===== src/rtl/dhtt_pkg.sv =====
// ----------------------------------------------------------------------------
// Deadband heartbeat throttle package
// Types, codes and constants shared by the throttle table modules.
// ----------------------------------------------------------------------------
package dhtt_pkg;

   localparam int CSR_INDEX_W = 3;
   localparam int QUEUE_DEPTH = 2;
   localparam int QUEUE_PTR_W = 1;

   localparam logic [CSR_INDEX_W-1:0] CSR_ENABLED      = 3'd0;
   localparam logic [CSR_INDEX_W-1:0] CSR_LOW_INTERVAL = 3'd1;
   localparam logic [CSR_INDEX_W-1:0] CSR_NORM_INTERVAL = 3'd2;
   localparam logic [CSR_INDEX_W-1:0] CSR_CRIT_INTERVAL = 3'd3;
   localparam logic [CSR_INDEX_W-1:0] CSR_STALE_LIMIT  = 3'd4;

   localparam logic [31:0] RST_LOW_INTERVAL  = 32'd3600000;
   localparam logic [31:0] RST_NORM_INTERVAL = 32'd300000;
   localparam logic [31:0] RST_CRIT_INTERVAL = 32'd30000;
   localparam logic [31:0] RST_STALE_LIMIT   = 32'd86400000;

   localparam logic [1:0] PRIO_NORMAL   = 2'd1;
   localparam logic [1:0] PRIO_CRITICAL = 2'd2;

   localparam logic CMD_SWEEP = 1'b1;

   typedef enum logic [2:0] {
      ST_DUE        = 3'd0,
      ST_SUPPRESSED = 3'd1,
      ST_NEW        = 3'd2,
      ST_FULL       = 3'd3,
      ST_NOT_READY  = 3'd4,
      ST_SWEEP_DONE = 3'd5
   } status_type;

   typedef enum logic [1:0] {
      KIND_CHECK     = 2'd0,
      KIND_SWEEP     = 2'd1,
      KIND_NOT_READY = 2'd2
   } kind_type;

   typedef struct packed {
      kind_type           kind;
      logic [31:0]        key;
      logic signed [31:0] value;
      logic [30:0]        deadband;
      logic [31:0]        limit;
      logic [31:0]        now;
   } item_type;

   typedef struct packed {
      logic       publish;
      status_type status;
      logic [4:0] used;
      logic [4:0] removed;
   } rsp_type;

endpackage


===== src/rtl/dhtt_front.sv =====
// ----------------------------------------------------------------------------
// Throttle front end
// Holds the configuration registers, accepts transactions and classifies
// them into not-ready, check and sweep work for the back end.
// ----------------------------------------------------------------------------
module dhtt_front (
   input  logic                               clock,
   input  logic                               reset,
   input  logic                               start,
   input  logic                               queue_full,
   input  logic                               req_command,
   input  logic [31:0]                        req_signal_key,
   input  logic signed [31:0]                 req_sample_value,
   input  logic [30:0]                        req_deadband,
   input  logic [1:0]                         req_priority_req,
   input  logic [31:0]                        req_now_ms,
   input  logic                               req_link_up,
   input  logic                               csr_we,
   input  logic [dhtt_pkg::CSR_INDEX_W-1:0]   csr_index,
   input  logic [31:0]                        csr_wdata,
   output logic                               push,
   output dhtt_pkg::item_type                 item
);
   import dhtt_pkg::*;

   logic        enabled_ff,  enabled_in;
   logic [31:0] low_ff,      low_in;
   logic [31:0] norm_ff,     norm_in;
   logic [31:0] crit_ff,     crit_in;
   logic [31:0] stale_ff,    stale_in;
   logic [31:0] heartbeat;

   always_comb begin
      enabled_in = enabled_ff;
      low_in     = low_ff;
      norm_in    = norm_ff;
      crit_in    = crit_ff;
      stale_in   = stale_ff;
      if (csr_we) begin
         unique case (csr_index)
            CSR_ENABLED:       enabled_in = csr_wdata[0];
            CSR_LOW_INTERVAL:  low_in     = csr_wdata;
            CSR_NORM_INTERVAL: norm_in    = csr_wdata;
            CSR_CRIT_INTERVAL: crit_in    = csr_wdata;
            CSR_STALE_LIMIT:   stale_in   = csr_wdata;
            default: ;
         endcase
      end
   end

   always_ff @(posedge clock) begin
      if (reset) begin
         enabled_ff <= 1'b0;
         low_ff     <= RST_LOW_INTERVAL;
         norm_ff    <= RST_NORM_INTERVAL;
         crit_ff    <= RST_CRIT_INTERVAL;
         stale_ff   <= RST_STALE_LIMIT;
      end else begin
         enabled_ff <= enabled_in;
         low_ff     <= low_in;
         norm_ff    <= norm_in;
         crit_ff    <= crit_in;
         stale_ff   <= stale_in;
      end
   end

   always_comb begin
      case (req_priority_req)
         PRIO_CRITICAL: heartbeat = crit_ff;
         PRIO_NORMAL:   heartbeat = norm_ff;
         default:       heartbeat = low_ff;
      endcase
   end

   always_comb begin
      push          = start && !queue_full;
      item.key      = req_signal_key;
      item.value    = req_sample_value;
      item.deadband = req_deadband;
      item.now      = req_now_ms;
      if (!enabled_ff || !req_link_up) begin
         item.kind  = KIND_NOT_READY;
         item.limit = heartbeat;
      end else if (req_command == CMD_SWEEP) begin
         item.kind  = KIND_SWEEP;
         item.limit = stale_ff;
      end else begin
         item.kind  = KIND_CHECK;
         item.limit = heartbeat;
      end
   end

endmodule


===== src/rtl/dhtt_queue.sv =====
// ----------------------------------------------------------------------------
// Throttle work queue
// A short first-in first-out queue of classified transactions between the
// front end and the back end.
// ----------------------------------------------------------------------------
module dhtt_queue (
   input  logic               clock,
   input  logic               reset,
   input  logic               push,
   input  dhtt_pkg::item_type push_item,
   input  logic               pop,
   output dhtt_pkg::item_type pop_item,
   output logic               full,
   output logic               empty
);
   import dhtt_pkg::*;

   item_type                 entry_ff [QUEUE_DEPTH];
   logic [QUEUE_PTR_W-1:0]   wr_ptr_ff, wr_ptr_in;
   logic [QUEUE_PTR_W-1:0]   rd_ptr_ff, rd_ptr_in;
   logic [QUEUE_PTR_W:0]     count_ff,  count_in;
   logic                     do_push;
   logic                     do_pop;

   assign full     = count_ff == (QUEUE_PTR_W + 1)'(QUEUE_DEPTH);
   assign empty    = count_ff == '0;
   assign pop_item = entry_ff[rd_ptr_ff];
   assign do_push  = push && !full;
   assign do_pop   = pop && !empty;

   always_comb begin
      wr_ptr_in = do_push ? wr_ptr_ff + 1'b1 : wr_ptr_ff;
      rd_ptr_in = do_pop  ? rd_ptr_ff + 1'b1 : rd_ptr_ff;
      count_in  = count_ff;
      if (do_push && !do_pop) begin
         count_in = count_ff + 1'b1;
      end else if (do_pop && !do_push) begin
         count_in = count_ff - 1'b1;
      end
   end

   always_ff @(posedge clock) begin
      if (reset) begin
         wr_ptr_ff <= '0;
         rd_ptr_ff <= '0;
         count_ff  <= '0;
      end else begin
         wr_ptr_ff <= wr_ptr_in;
         rd_ptr_ff <= rd_ptr_in;
         count_ff  <= count_in;
      end
   end

   always_ff @(posedge clock) begin
      if (do_push) begin
         entry_ff[wr_ptr_ff] <= push_item;
      end
   end

endmodule


===== src/rtl/dhtt_back.sv =====
// ----------------------------------------------------------------------------
// Throttle back end
// Scans the slot table one entry a cycle, decides publish or suppress,
// inserts new keys, frees stale entries and registers each result.
// ----------------------------------------------------------------------------
module dhtt_back #(
   parameter int SLOTS = 16
) (
   input  logic               clock,
   input  logic               reset,
   input  logic               queue_empty,
   input  dhtt_pkg::item_type queue_item,
   output logic               pop,
   output logic               rsp_valid,
   output dhtt_pkg::rsp_type  rsp
);
   import dhtt_pkg::*;

   localparam int IDXW = (SLOTS > 1) ? $clog2(SLOTS) : 1;
   localparam int CW   = $clog2(SLOTS + 1);
   localparam logic [CW-1:0]   SLOTS_C  = CW'(SLOTS);
   localparam logic [IDXW-1:0] LAST_IDX = IDXW'(SLOTS - 1);

   typedef enum logic [2:0] {
      S_IDLE   = 3'b001,
      S_SCAN   = 3'b010,
      S_DECIDE = 3'b100
   } state_type;

   state_type          state_ff,      state_in;
   item_type           cur_ff,        cur_in;
   logic [CW-1:0]      issue_ff,      issue_in;
   logic               pend_ff,       pend_in;
   logic [IDXW-1:0]    cmp_idx_ff,    cmp_idx_in;
   logic               free_found_ff, free_found_in;
   logic [IDXW-1:0]    free_idx_ff,   free_idx_in;
   logic [IDXW-1:0]    hit_idx_ff,    hit_idx_in;
   logic [CW-1:0]      removed_ff,    removed_in;
   logic [CW-1:0]      used_ff,       used_in;
   logic [SLOTS-1:0]   valid_ff,      valid_in;
   logic signed [33:0] diff_ff,       diff_in;
   logic [31:0]        elapsed_ff,    elapsed_in;
   logic               rsp_valid_ff,  rsp_valid_in;
   rsp_type            rsp_ff,        rsp_in;

   logic [31:0]        key_mem_ff  [SLOTS];
   logic [31:0]        val_mem_ff  [SLOTS];
   logic [31:0]        time_mem_ff [SLOTS];
   logic [31:0]        rd_key_ff;
   logic [31:0]        rd_val_ff;
   logic [31:0]        rd_time_ff;

   logic               mem_we;
   logic [IDXW-1:0]    mem_wa;
   logic               slot_hit;
   logic               slot_stale;
   logic               last_cmp;
   logic               trigger;
   logic signed [33:0] db_wide;
   logic [CW-1:0]      rem;
   logic [CW-1:0]      usd;
   logic               fnd;
   logic [IDXW-1:0]    fidx;

   function automatic rsp_type make_rsp(logic pub, status_type st,
                                        logic [CW-1:0] used_n,
                                        logic [CW-1:0] removed_n);
      rsp_type r;
      r.publish = pub;
      r.status  = st;
      r.used    = 5'(used_n);
      r.removed = 5'(removed_n);
      return r;
   endfunction

   assign slot_hit   = valid_ff[cmp_idx_ff] && (rd_key_ff == cur_ff.key);
   assign slot_stale = valid_ff[cmp_idx_ff] && ((cur_ff.now - rd_time_ff) > cur_ff.limit);
   assign last_cmp   = cmp_idx_ff == LAST_IDX;
   assign db_wide    = {3'b000, cur_ff.deadband};
   assign trigger    = (diff_ff >= db_wide) || (diff_ff <= -db_wide)
                       || (elapsed_ff >= cur_ff.limit);

   always_comb begin
      state_in      = state_ff;
      cur_in        = cur_ff;
      issue_in      = issue_ff;
      pend_in       = 1'b0;
      cmp_idx_in    = issue_ff[IDXW-1:0];
      free_found_in = free_found_ff;
      free_idx_in   = free_idx_ff;
      hit_idx_in    = hit_idx_ff;
      removed_in    = removed_ff;
      used_in       = used_ff;
      valid_in      = valid_ff;
      diff_in       = diff_ff;
      elapsed_in    = elapsed_ff;
      rsp_valid_in  = 1'b0;
      rsp_in        = rsp_ff;
      mem_we        = 1'b0;
      mem_wa        = hit_idx_ff;
      pop           = 1'b0;
      rem           = removed_ff;
      usd           = used_ff;
      fnd           = free_found_ff;
      fidx          = free_idx_ff;

      unique case (state_ff)
         S_IDLE: begin
            if (!queue_empty) begin
               pop           = 1'b1;
               cur_in        = queue_item;
               issue_in      = '0;
               free_found_in = 1'b0;
               removed_in    = '0;
               if (queue_item.kind == KIND_NOT_READY) begin
                  rsp_valid_in = 1'b1;
                  rsp_in       = make_rsp(1'b0, ST_NOT_READY, used_ff, '0);
               end else begin
                  state_in = S_SCAN;
               end
            end
         end
         S_SCAN: begin
            if (issue_ff != SLOTS_C) begin
               issue_in = issue_ff + 1'b1;
               pend_in  = 1'b1;
            end
            if (pend_ff) begin
               if (cur_ff.kind == KIND_SWEEP) begin
                  if (slot_stale) begin
                     valid_in[cmp_idx_ff] = 1'b0;
                     rem = removed_ff + 1'b1;
                     if (used_ff != '0) begin
                        usd = used_ff - 1'b1;
                     end
                  end
                  removed_in = rem;
                  used_in    = usd;
                  if (last_cmp) begin
                     state_in     = S_IDLE;
                     rsp_valid_in = 1'b1;
                     rsp_in       = make_rsp(1'b0, ST_SWEEP_DONE, usd, rem);
                  end
               end else if (slot_hit) begin
                  hit_idx_in = cmp_idx_ff;
                  diff_in    = {{2{cur_ff.value[31]}}, cur_ff.value}
                               - {{2{rd_val_ff[31]}}, rd_val_ff};
                  elapsed_in = cur_ff.now - rd_time_ff;
                  state_in   = S_DECIDE;
               end else begin
                  if (!valid_ff[cmp_idx_ff] && !free_found_ff) begin
                     fnd  = 1'b1;
                     fidx = cmp_idx_ff;
                  end
                  free_found_in = fnd;
                  free_idx_in   = fidx;
                  if (last_cmp) begin
                     state_in     = S_IDLE;
                     rsp_valid_in = 1'b1;
                     if (fnd) begin
                        mem_we         = 1'b1;
                        mem_wa         = fidx;
                        valid_in[fidx] = 1'b1;
                        used_in        = used_ff + 1'b1;
                        rsp_in         = make_rsp(1'b1, ST_NEW, used_ff + 1'b1, '0);
                     end else begin
                        rsp_in = make_rsp(1'b1, ST_FULL, used_ff, '0);
                     end
                  end
               end
            end
         end
         S_DECIDE: begin
            state_in     = S_IDLE;
            rsp_valid_in = 1'b1;
            if (trigger) begin
               mem_we = 1'b1;
               rsp_in = make_rsp(1'b1, ST_DUE, used_ff, '0);
            end else begin
               rsp_in = make_rsp(1'b0, ST_SUPPRESSED, used_ff, '0);
            end
         end
         default: begin
            state_in = S_IDLE;
         end
      endcase
   end

   always_ff @(posedge clock) begin
      if (reset) begin
         state_ff     <= S_IDLE;
         pend_ff      <= 1'b0;
         used_ff      <= '0;
         valid_ff     <= '0;
         rsp_valid_ff <= 1'b0;
      end else begin
         state_ff     <= state_in;
         pend_ff      <= pend_in;
         used_ff      <= used_in;
         valid_ff     <= valid_in;
         rsp_valid_ff <= rsp_valid_in;
      end
   end

   always_ff @(posedge clock) begin
      cur_ff        <= cur_in;
      issue_ff      <= issue_in;
      cmp_idx_ff    <= cmp_idx_in;
      free_found_ff <= free_found_in;
      free_idx_ff   <= free_idx_in;
      hit_idx_ff    <= hit_idx_in;
      removed_ff    <= removed_in;
      diff_ff       <= diff_in;
      elapsed_ff    <= elapsed_in;
      rsp_ff        <= rsp_in;
   end

   always_ff @(posedge clock) begin
      if (mem_we) begin
         key_mem_ff[mem_wa]  <= cur_ff.key;
         val_mem_ff[mem_wa]  <= cur_ff.value;
         time_mem_ff[mem_wa] <= cur_ff.now;
      end
      rd_key_ff  <= key_mem_ff[issue_ff[IDXW-1:0]];
      rd_val_ff  <= val_mem_ff[issue_ff[IDXW-1:0]];
      rd_time_ff <= time_mem_ff[issue_ff[IDXW-1:0]];
   end

   assign rsp_valid = rsp_valid_ff;
   assign rsp       = rsp_ff;

endmodule


===== src/rtl/deadband_heartbeat_throttle_table.sv =====
// ----------------------------------------------------------------------------
// Deadband heartbeat throttle table
// Report-by-exception throttle with a bounded signal table, deadband and
// per-priority heartbeat intervals.
// ----------------------------------------------------------------------------
// A transaction is taken when start is high and busy is low; busy rises only
// when both places of the two-entry work queue are taken. A sweep, or a check
// that misses, then scans the whole table in the back end through the single
// read port of the slot memories, one entry a cycle. A check that hits slot k
// stops the scan there. A not-ready transaction is answered from the idle
// state with no scan. Each result appears once on the rsp_ ports with
// rsp_valid high for one cycle and must be taken in that cycle. Results leave
// in the order the transactions were taken. Write the csr_ registers only
// while the block is idle.
module deadband_heartbeat_throttle_table #(
   parameter int SLOTS = 16
) (
   input  logic                              clock,
   input  logic                              reset,
   input  logic                              start,
   output logic                              busy,
   input  logic                              req_command,
   input  logic [31:0]                       req_signal_key,
   input  logic signed [31:0]                req_sample_value,
   input  logic [30:0]                       req_deadband,
   input  logic [1:0]                        req_priority_req,
   input  logic [31:0]                       req_now_ms,
   input  logic                              req_link_up,
   output logic                              rsp_valid,
   output logic                              rsp_publish,
   output logic [2:0]                        rsp_status,
   output logic [4:0]                        rsp_entries_used,
   output logic [4:0]                        rsp_entries_removed,
   input  logic                              csr_we,
   input  logic [dhtt_pkg::CSR_INDEX_W-1:0]  csr_index,
   input  logic [31:0]                       csr_wdata
);
   import dhtt_pkg::*;

   logic     push;
   item_type push_item;
   item_type pop_item;
   logic     pop;
   logic     queue_full;
   logic     queue_empty;
   rsp_type  rsp;

   dhtt_front u_front (
      .clock            (clock),
      .reset            (reset),
      .start            (start),
      .queue_full       (queue_full),
      .req_command      (req_command),
      .req_signal_key   (req_signal_key),
      .req_sample_value (req_sample_value),
      .req_deadband     (req_deadband),
      .req_priority_req (req_priority_req),
      .req_now_ms       (req_now_ms),
      .req_link_up      (req_link_up),
      .csr_we           (csr_we),
      .csr_index        (csr_index),
      .csr_wdata        (csr_wdata),
      .push             (push),
      .item             (push_item)
   );

   dhtt_queue u_queue (
      .clock     (clock),
      .reset     (reset),
      .push      (push),
      .push_item (push_item),
      .pop       (pop),
      .pop_item  (pop_item),
      .full      (queue_full),
      .empty     (queue_empty)
   );

   dhtt_back #(
      .SLOTS (SLOTS)
   ) u_back (
      .clock       (clock),
      .reset       (reset),
      .queue_empty (queue_empty),
      .queue_item  (pop_item),
      .pop         (pop),
      .rsp_valid   (rsp_valid),
      .rsp         (rsp)
   );

   assign busy                = queue_full;
   assign rsp_publish         = rsp.publish;
   assign rsp_status          = rsp.status;
   assign rsp_entries_used    = rsp.used;
   assign rsp_entries_removed = rsp.removed;

endmodule


===== config.mk =====
export PLATFORM = sky130hd
export DESIGN_NAME = deadband_heartbeat_throttle_table
export DESIGN_NICKNAME = d
export VERILOG_FILES = /design/src/rtl/dhtt_pkg.sv /design/src/rtl/dhtt_front.sv /design/src/rtl/dhtt_queue.sv /design/src/rtl/dhtt_back.sv /design/src/rtl/deadband_heartbeat_throttle_table.sv
export SDC_FILE = /design/constraint.sdc
export NUM_CORES = 2
export LEC_CHECK = 0
export BUFFER_PORTS_ARGS = -buffer_cell sky130_fd_sc_hd__buf_2
export CORE_UTILIZATION = 60
export DETAILED_ROUTE_END_ITERATION = 12
export PLACE_DENSITY = 0.81
export SYNTH_ARGS = -nofsm -noshare
export SYNTH_HDL_FRONTEND = slang
export SYNTH_SLANG_ARGS = --single-unit

===== constraint.sdc =====
create_clock -name clock -period 9.4 [get_ports clock]
set_input_delay 0.47 -clock clock [delete_from_list [all_inputs] [get_ports clock]]
set_output_delay 0.47 -clock clock [all_outputs]
set_load 0.005 [all_outputs]

* Yosys cells after proc, flatten, opt, wreduce, memory -nomap -nowiden
Memory sizes are Yosys's and may differ from the RTL's. A register that Yosys moved wholly into a read port is not among the register bits.
Cells that the tools add are included.
** Word-level totals
- Input port bits :: 170
- Memories kept :: 4
- Memory bits (writable) :: 1858
- Register bits :: 423
** Memory list
- u_back.key_mem_ff :: depth 16, width 32, rd ports 1, clocked after memory_dff 1, wr ports 1, RTL line dhtt_back.sv:46 : logic [31:0] key_mem_ff [SLOTS];
- u_back.time_mem_ff :: depth 16, width 32, rd ports 1, clocked after memory_dff 1, wr ports 1, RTL line dhtt_back.sv:48 : logic [31:0] time_mem_ff [SLOTS];
- u_back.val_mem_ff :: depth 16, width 32, rd ports 1, clocked after memory_dff 1, wr ports 1, RTL line dhtt_back.sv:47 : logic [31:0] val_mem_ff [SLOTS];
- u_queue.entry_ff :: depth 2, width 161, rd ports 1, clocked after memory_dff 1, wr ports 1, RTL line dhtt_queue.sv:18 : item_type entry_ff [QUEUE_DEPTH];
** Operators by class
- Eq/ne operators :: 27
- Reductions and logical operators :: 45
- Magnitude comparators :: 8
- $add $sub $neg :: 11
- Muxes and demuxes :: 92
- Bitwise logic cells :: 7
** Operators by type and width (count)
- 14-bit 2-to-1 mux :: 8
- 16-bit 2-to-1 mux :: 5
- 32-bit 2-to-1 mux :: 2
- 32-bit one-hot mux with 2 select lines :: 1
- 5-bit 2-to-1 mux :: 11
- 4-bit 2-to-1 mux :: 11
- 14-bit one-hot mux with 3 select lines :: 1
- 34-bit by 32-bit >= comparator with 1-bit output :: 1
- 34-bit less-or-equal comparator :: 1
- 1-bit 2-to-1 mux :: 34
- 31-bit negation with 34-bit output :: 1
- 32-bit by 32-bit subtractor with 33-bit output :: 1
- 32-bit == test :: 1
- 32-bit >= comparator :: 1
- 32-bit > comparator :: 1
- 32-bit subtractor :: 1
- 5-bit one-hot mux with 2 select lines :: 2
- 3-bit 2-to-1 mux :: 6
- 16-bit bitwise AND :: 1
- 16-bit inverter :: 1
- 16-bit bitwise OR :: 1
- 5-bit by 1-bit adder with 5-bit output, second input constant :: 3
- 2-bit by 1-bit != test with 1-bit output, second input constant :: 6
- 2-bit AND reduction :: 6
- other kinds (36) :: 83

* Depth between registers and ports, before layout
- Depth in word-level cells :: 18
- Depth in mapped cells :: 24
- Gate-level depth less buffers :: 23

* Hierarchy
Synthesis repeated with hierarchy kept, for this count alone.
** Unflattened totals
- Cells, all modules :: 5177
- Area total of the unflattened synthesis :: 95515.4 µm²
** By module, submodules not included
- dhtt_back :: instances 1, area each 76748.6 µm², sequential area each 56424.1 µm², cells each 3802
- dhtt_queue :: instances 1, area each 12196.7 µm², sequential area each 9769.4 µm², cells each 526
- dhtt_front :: instances 1, area each 6570.1 µm², sequential area each 2582.5 µm², cells each 849

* Worst setup path before layout
No wires, ideal clock.
- Path type :: flip-flop to flip-flop
- Start :: register u_back.cur_ff[71] (netlist bit)
- End :: memory u_back.key_mem_ff[1][0], enable pin
- Data arrival time :: 8102 ps
- Required time :: 8848 ps
- Cell stages (with the launch flop) :: 21
- Path slack :: 746 ps
- Buffers on the path :: 0
- Setup time :: 552 ps
- Path through :: edfxtp_1 -> inv_1 -> nand4_1 -> or4_1 -> or3_1 -> nand2b_1 -> nor3_2 -> nand3_1 -> nor3_1 -> xnor2_1 -> ha_1 -> nand4_1 -> nor2_1 -> nand3_1 -> o221ai_1 -> a2111oi_0 -> o21ai_0 -> o2111ai_1 -> nand3_1 -> o32a_1 -> nor2_1
** On the way
- Longest elaborated chain between the ends :: 8
- Elaborated cells between the ends (all ways) :: 9
- Those cells by class :: add/sub (1); order compare (2); mux (4); reduce/logical (2)
** RTL lines
- start, declared :: RTL line dhtt_back.sv:31 : item_type cur_ff, cur_in;
- start signal, assigned :: RTL line dhtt_back.sv:206 : cur_ff <= cur_in;
- 31-bit negation with 34-bit output :: RTL line dhtt_back.sv:80 : assign trigger = (diff_ff >= db_wide) || (diff_ff <= -db_wide)
- 34-bit less-or-equal comparator :: RTL line dhtt_back.sv:80
- 1-bit logical OR (*) :: RTL line dhtt_back.sv:80
- 1-bit logical OR (*) :: RTL line dhtt_back.sv:81 : || (elapsed_ff >= cur_ff.limit);
- 1-bit 2-to-1 mux (*) :: RTL line dhtt_back.sv:176 : if (trigger) begin
- 1-bit one-hot mux with 2 select lines (*) :: RTL line dhtt_back.sv:107 : unique case (state_ff)
- 1-bit 2-to-1 mux (*) :: RTL line dhtt_back.sv:219 : if (mem_we) begin
- 1-bit 2-to-1 mux (not written as such) (*) :: RTL line dhtt_back.sv:220 : key_mem_ff[mem_wa] <= cur_ff.key;
- end, declared :: RTL line dhtt_back.sv:46
Mark *: on every way between the ends. The rest lies on a longest branch, timed or not.

* Worst setup path after layout
- Start :: register u_back.cur_ff[1] (netlist bit)
- End :: register u_back.valid_ff[1]
** On the way
- Longest elaborated chain between the ends :: 5
** RTL lines
- 32-bit subtractor :: RTL line dhtt_back.sv:77 : assign slot_stale = valid_ff[cmp_idx_ff] && ((cur_ff.now - rd_time_ff) > cur_ff.limit);
- 32-bit > comparator :: RTL line dhtt_back.sv:77
- 1-bit logical AND :: RTL line dhtt_back.sv:77
- 2-bit by 1-bit != test with 1-bit output (no source line)
- 6-bit AND reduction (no source line)
- end signal, assigned :: RTL line dhtt_back.sv:200 : valid_ff <= valid_in;
- end, declared :: RTL line dhtt_back.sv:40 : logic [SLOTS-1:0] valid_ff, valid_in;
Every way passes these cells.
A chain may end at the register's enable or synchronous reset.

==> out/qor.yml <==
status: "complete, no violations"
ant_nets: 0
synth_mux_area_share_pct: 13.7
via_per_inst: 6.50
synth_fp_nets: 5439
worst-path-buf-inv: 0
gr-usage-met1_pct: 38.0
synth_edf_count: 2117
grt.busiest_layer: "met2"
start_util_pct: 60.6
holdCritPathClass: "primary input to flip-flop"
drv_slew: 0
setup_tns_ps: 0
grt_max_degree: 144
path_delay_family: "compound AO/OA/AOI/OAI gates"
synth_xor_area_share_pct: 1.15
grt_pass1_wl_um: 334000
grt_use_met3_pct: 4.49
synth_compound_area_share_pct: 3.74
die_h_um: 397
die_w_um: 397
maxCapViolations: 0
yosys.area_share.adder_pct: 2.71
fin_skew_ps: 87.6
antenna_found_initial: 8
finalSetupViolations: 0
syn_inst: 5067
cts_root_buf: "clkbuf_16"
finalCriticalPeriod_ps: 7380
post_cts_buffers: 0
htree_levels: 4
area_growth_pct: 13.7
place.gp.congestion: 0.911
synth-seq-cells: 2377
required_ps: 10150
io_buffers: 185
crit_slowest_cell: "a21boi_1"
clk_pin_slew_ps: 60
routed_wl_um: 227000
crit_path_end_kind: "flip-flop"
period_share_pct: 78.5
crit_chain: "ha_1 -> nor2b_1 -> o31a_1 -> o31ai_1 -> o211ai_1 -> o211ai_1 -> nand2b_1 -> a21o_1 -> a221o_1 -> a21oi_1 -> xnor2_1 -> ha_1 -> nand4_1 -> nor4_1 -> a21boi_1 -> o2111ai_1 -> o311ai_0 -> o21ai_2"
cts_tree: "built"
arrival_ps: 8130
die_area_um2: 158000
synth-simple-area-share_pct: 3.67
use_met2_pct: 49.5
grt_use_total_pct: 28.9
ys_async_sr_fraction_pct: 0
worstMarginPinSlew_ps: 1370
timing_hold_violations_final: 0
power_leakage_nw: 35.8
drc: 0
power_density_nw_per_um2: 323
ir_drop_mv: 0.365
ys_warn_count: 0
synth_flop_cell: "edfxtp_1"
synth_seq_area_share_pct: 73.4
crit_path_max_incr_delay_ps: 760
clock_latency_ps: 890
cts_made_buffers: 220
dp_hpwl_um: 123000
io_pins: 186
rsz0062_at_grt: "no"
syn-cell-area_um2: 93700
instances_no_fill: 7751
crit_fanout: 18
core.rowCount: 144
grt_pass1_vias: 51659
core_um2: 155000
dr.pass1.iters: 8
worstSetupPathType: "flip-flop to flip-flop"
drive_gt1_share_pct: 22.7
routedWlPerCell_um: 29.2
cts_resized: 0
clk_path_buf_depth: 3
worst_setup_path_start_kind: "flip-flop"
nNetsFinal: 5880
vias: 50363
slew_headroom_pct: 8.61
synth.avg_cell_area_um2: 18.5
cts_sinks: 2377
drt_iter0_markers: 6354
grt_overflow: 0
max_freq_mhz: 135
synth_top_family_by_area: "multiplexers"
placed_cells: 7167
synth_cell_types: 88
worst paths after layout:
check | startpoint | endpoint | slack [ps] | depth (start not counted)
max | u_back.cur_ff[1] | u_back.valid_ff[1] | 2020 | 18
min | start | u_queue.wr_ptr_ff | 50 | 4
min reg2reg | u_front.stale_ff[1] | u_front.stale_ff[1] | 450 | 2
max reg2reg | u_back.cur_ff[1] | u_back.valid_ff[1] | 2020 | 18
cell type report:
type,instances,area (um^2)
fill,9114,48100
antenna,3,7.51
clock inverter,113,1420
timing repair buffer,430,3330
inverter,184,698
clock buffer,305,6130
multi-input combinational,2295,23600
tap,2044,2560
sequential,2377,68800
repair_timing:
item                                   4_1_cts  5_1_grt
endpoints found under the hold margin      385        0
hold buffers                               163        0
setup endpoints to repair                    0        0
state kept, by name, indices dropped and copies added, names as in the netlist, 33 cells and up, named ones only:
| signal | count |
|---|---|
| u_back.key_mem_ff | 512 |
| u_back.time_mem_ff | 512 |
| u_back.val_mem_ff | 512 |
| u_queue.entry_ff | 322 |
| u_back.cur_ff | 161 |
| u_back.diff_ff | 33 |
report_power, final:
part	leakage, nW	total, mW	internal, mW	switching, mW
sequential	21.4	15.3	13.8	1.45
combinational	10.8	9.88	4.25	5.63
clock	3.68	9.26	5.26	4.00
total	35.8	34.4	23.3	11.1
logic make-up after synthesis:
logic type               count (synthesis)
AO/OA/AOI/OAI                          557
XOR/XNOR                               123
adder cells (fa/ha/maj)                202
buffers and inverters                  395
flip-flops                            2377
multiplexers                           656
AND/OR/NAND/NOR                        757
stage by stage:
step | utilization, % | instance area [um^2] | power (mW) | hold slack [ps] | setup WS [ps]
after floorplan | - | 93700 | 21.6 | 346 | 746
after global placement | 62.9 | 97300 | 24.6 | 441 | 2480
after detailed placement | 62.9 | 97300 | 24.9 | 446 | 2300
after CTS | 68.9 | 106000 | 34.5 | 9.37 | 2170
after global routing | 68.9 | 106000 | 35.6 | 66.6 | 1630
final | 68.9 | 106000 | 34.4 | 48.6 | 2020
layout by cell type, fill, tap and decap left out, types with 15 or more instances in the layout:
cell | Yosys | routed
xor2_1 | 22 | 22
edfxtp_1 | 2117 | 2117
a21oi_1 | 218 | 218
and3_1 | 17 | 15
clkbuf_1 | 160 | 54
dlygate4sd3_1 | 0 | 163
bufinv_16 | 0 | 24
nor3_1 | 46 | 46
nand4_1 | 35 | 35
ha_1 | 200 | 200
o21a_1 | 17 | 17
mux4_2 | 480 | 480
dfxtp_1 | 260 | 259
mux2_2 | 164 | 164
nor2_4 | 0 | 18
a21o_1 | 80 | 80
nand2_1 | 346 | 346
o21ai_0 | 84 | 84
clkbuf_16 | 0 | 222
nor4_1 | 16 | 16
buf_2 | 2 | 184
buf_4 | 1 | 71
clkinv_2 | 0 | 36
nand2b_1 | 25 | 25
xnor2_1 | 101 | 101
nor2b_1 | 16 | 16
a22oi_1 | 34 | 34
nand3_1 | 67 | 66
clkbuf_8 | 0 | 26
clkinv_1 | 0 | 25
inv_1 | 184 | 182
nor2_1 | 137 | 121
tightest hold or removal path, delay by kind of cell:
kind          cells  cell delay (ps)
xor+xnor          1               90
buf+inv           1              120
simple gates      2              230
per-layer routing:
metal	part of all wire (%)	wire length (um)
met1	37	83800
met2	52	117000
met3	8.0	18200
met4	3.4	7690
met5	0.024	55
synth_stat cells (10+ instances only):
library cell | number | area (um^2)
a31oi_1 | 10 | 62.6
dfxtp_1 | 260 | 5200
edfxtp_1 | 2117 | 63600
nor2_1 | 137 | 514
a21oi_1 | 218 | 1090
o21ai_1 | 10 | 50.1
a21o_1 | 80 | 601
clkbuf_1 | 160 | 601
mux4_2 | 480 | 10800
nor4_1 | 16 | 100
xor2_1 | 22 | 193
o21ai_0 | 84 | 420
nand2_1 | 346 | 1300
nand4_1 | 35 | 219
xnor2_1 | 101 | 885
mux2_2 | 164 | 1850
nand3_1 | 67 | 335
o311ai_0 | 11 | 96.3
nand2b_1 | 25 | 156
o31ai_1 | 10 | 75.1
ha_1 | 200 | 2500
buf_1 | 46 | 173
or3_1 | 14 | 87.6
nor3_1 | 46 | 230
a211oi_1 | 11 | 82.6
o21a_1 | 17 | 128
inv_1 | 184 | 691
nor2b_1 | 16 | 100
a22oi_1 | 34 | 255
and3_1 | 17 | 106
(Power assumes the default switching activity.)
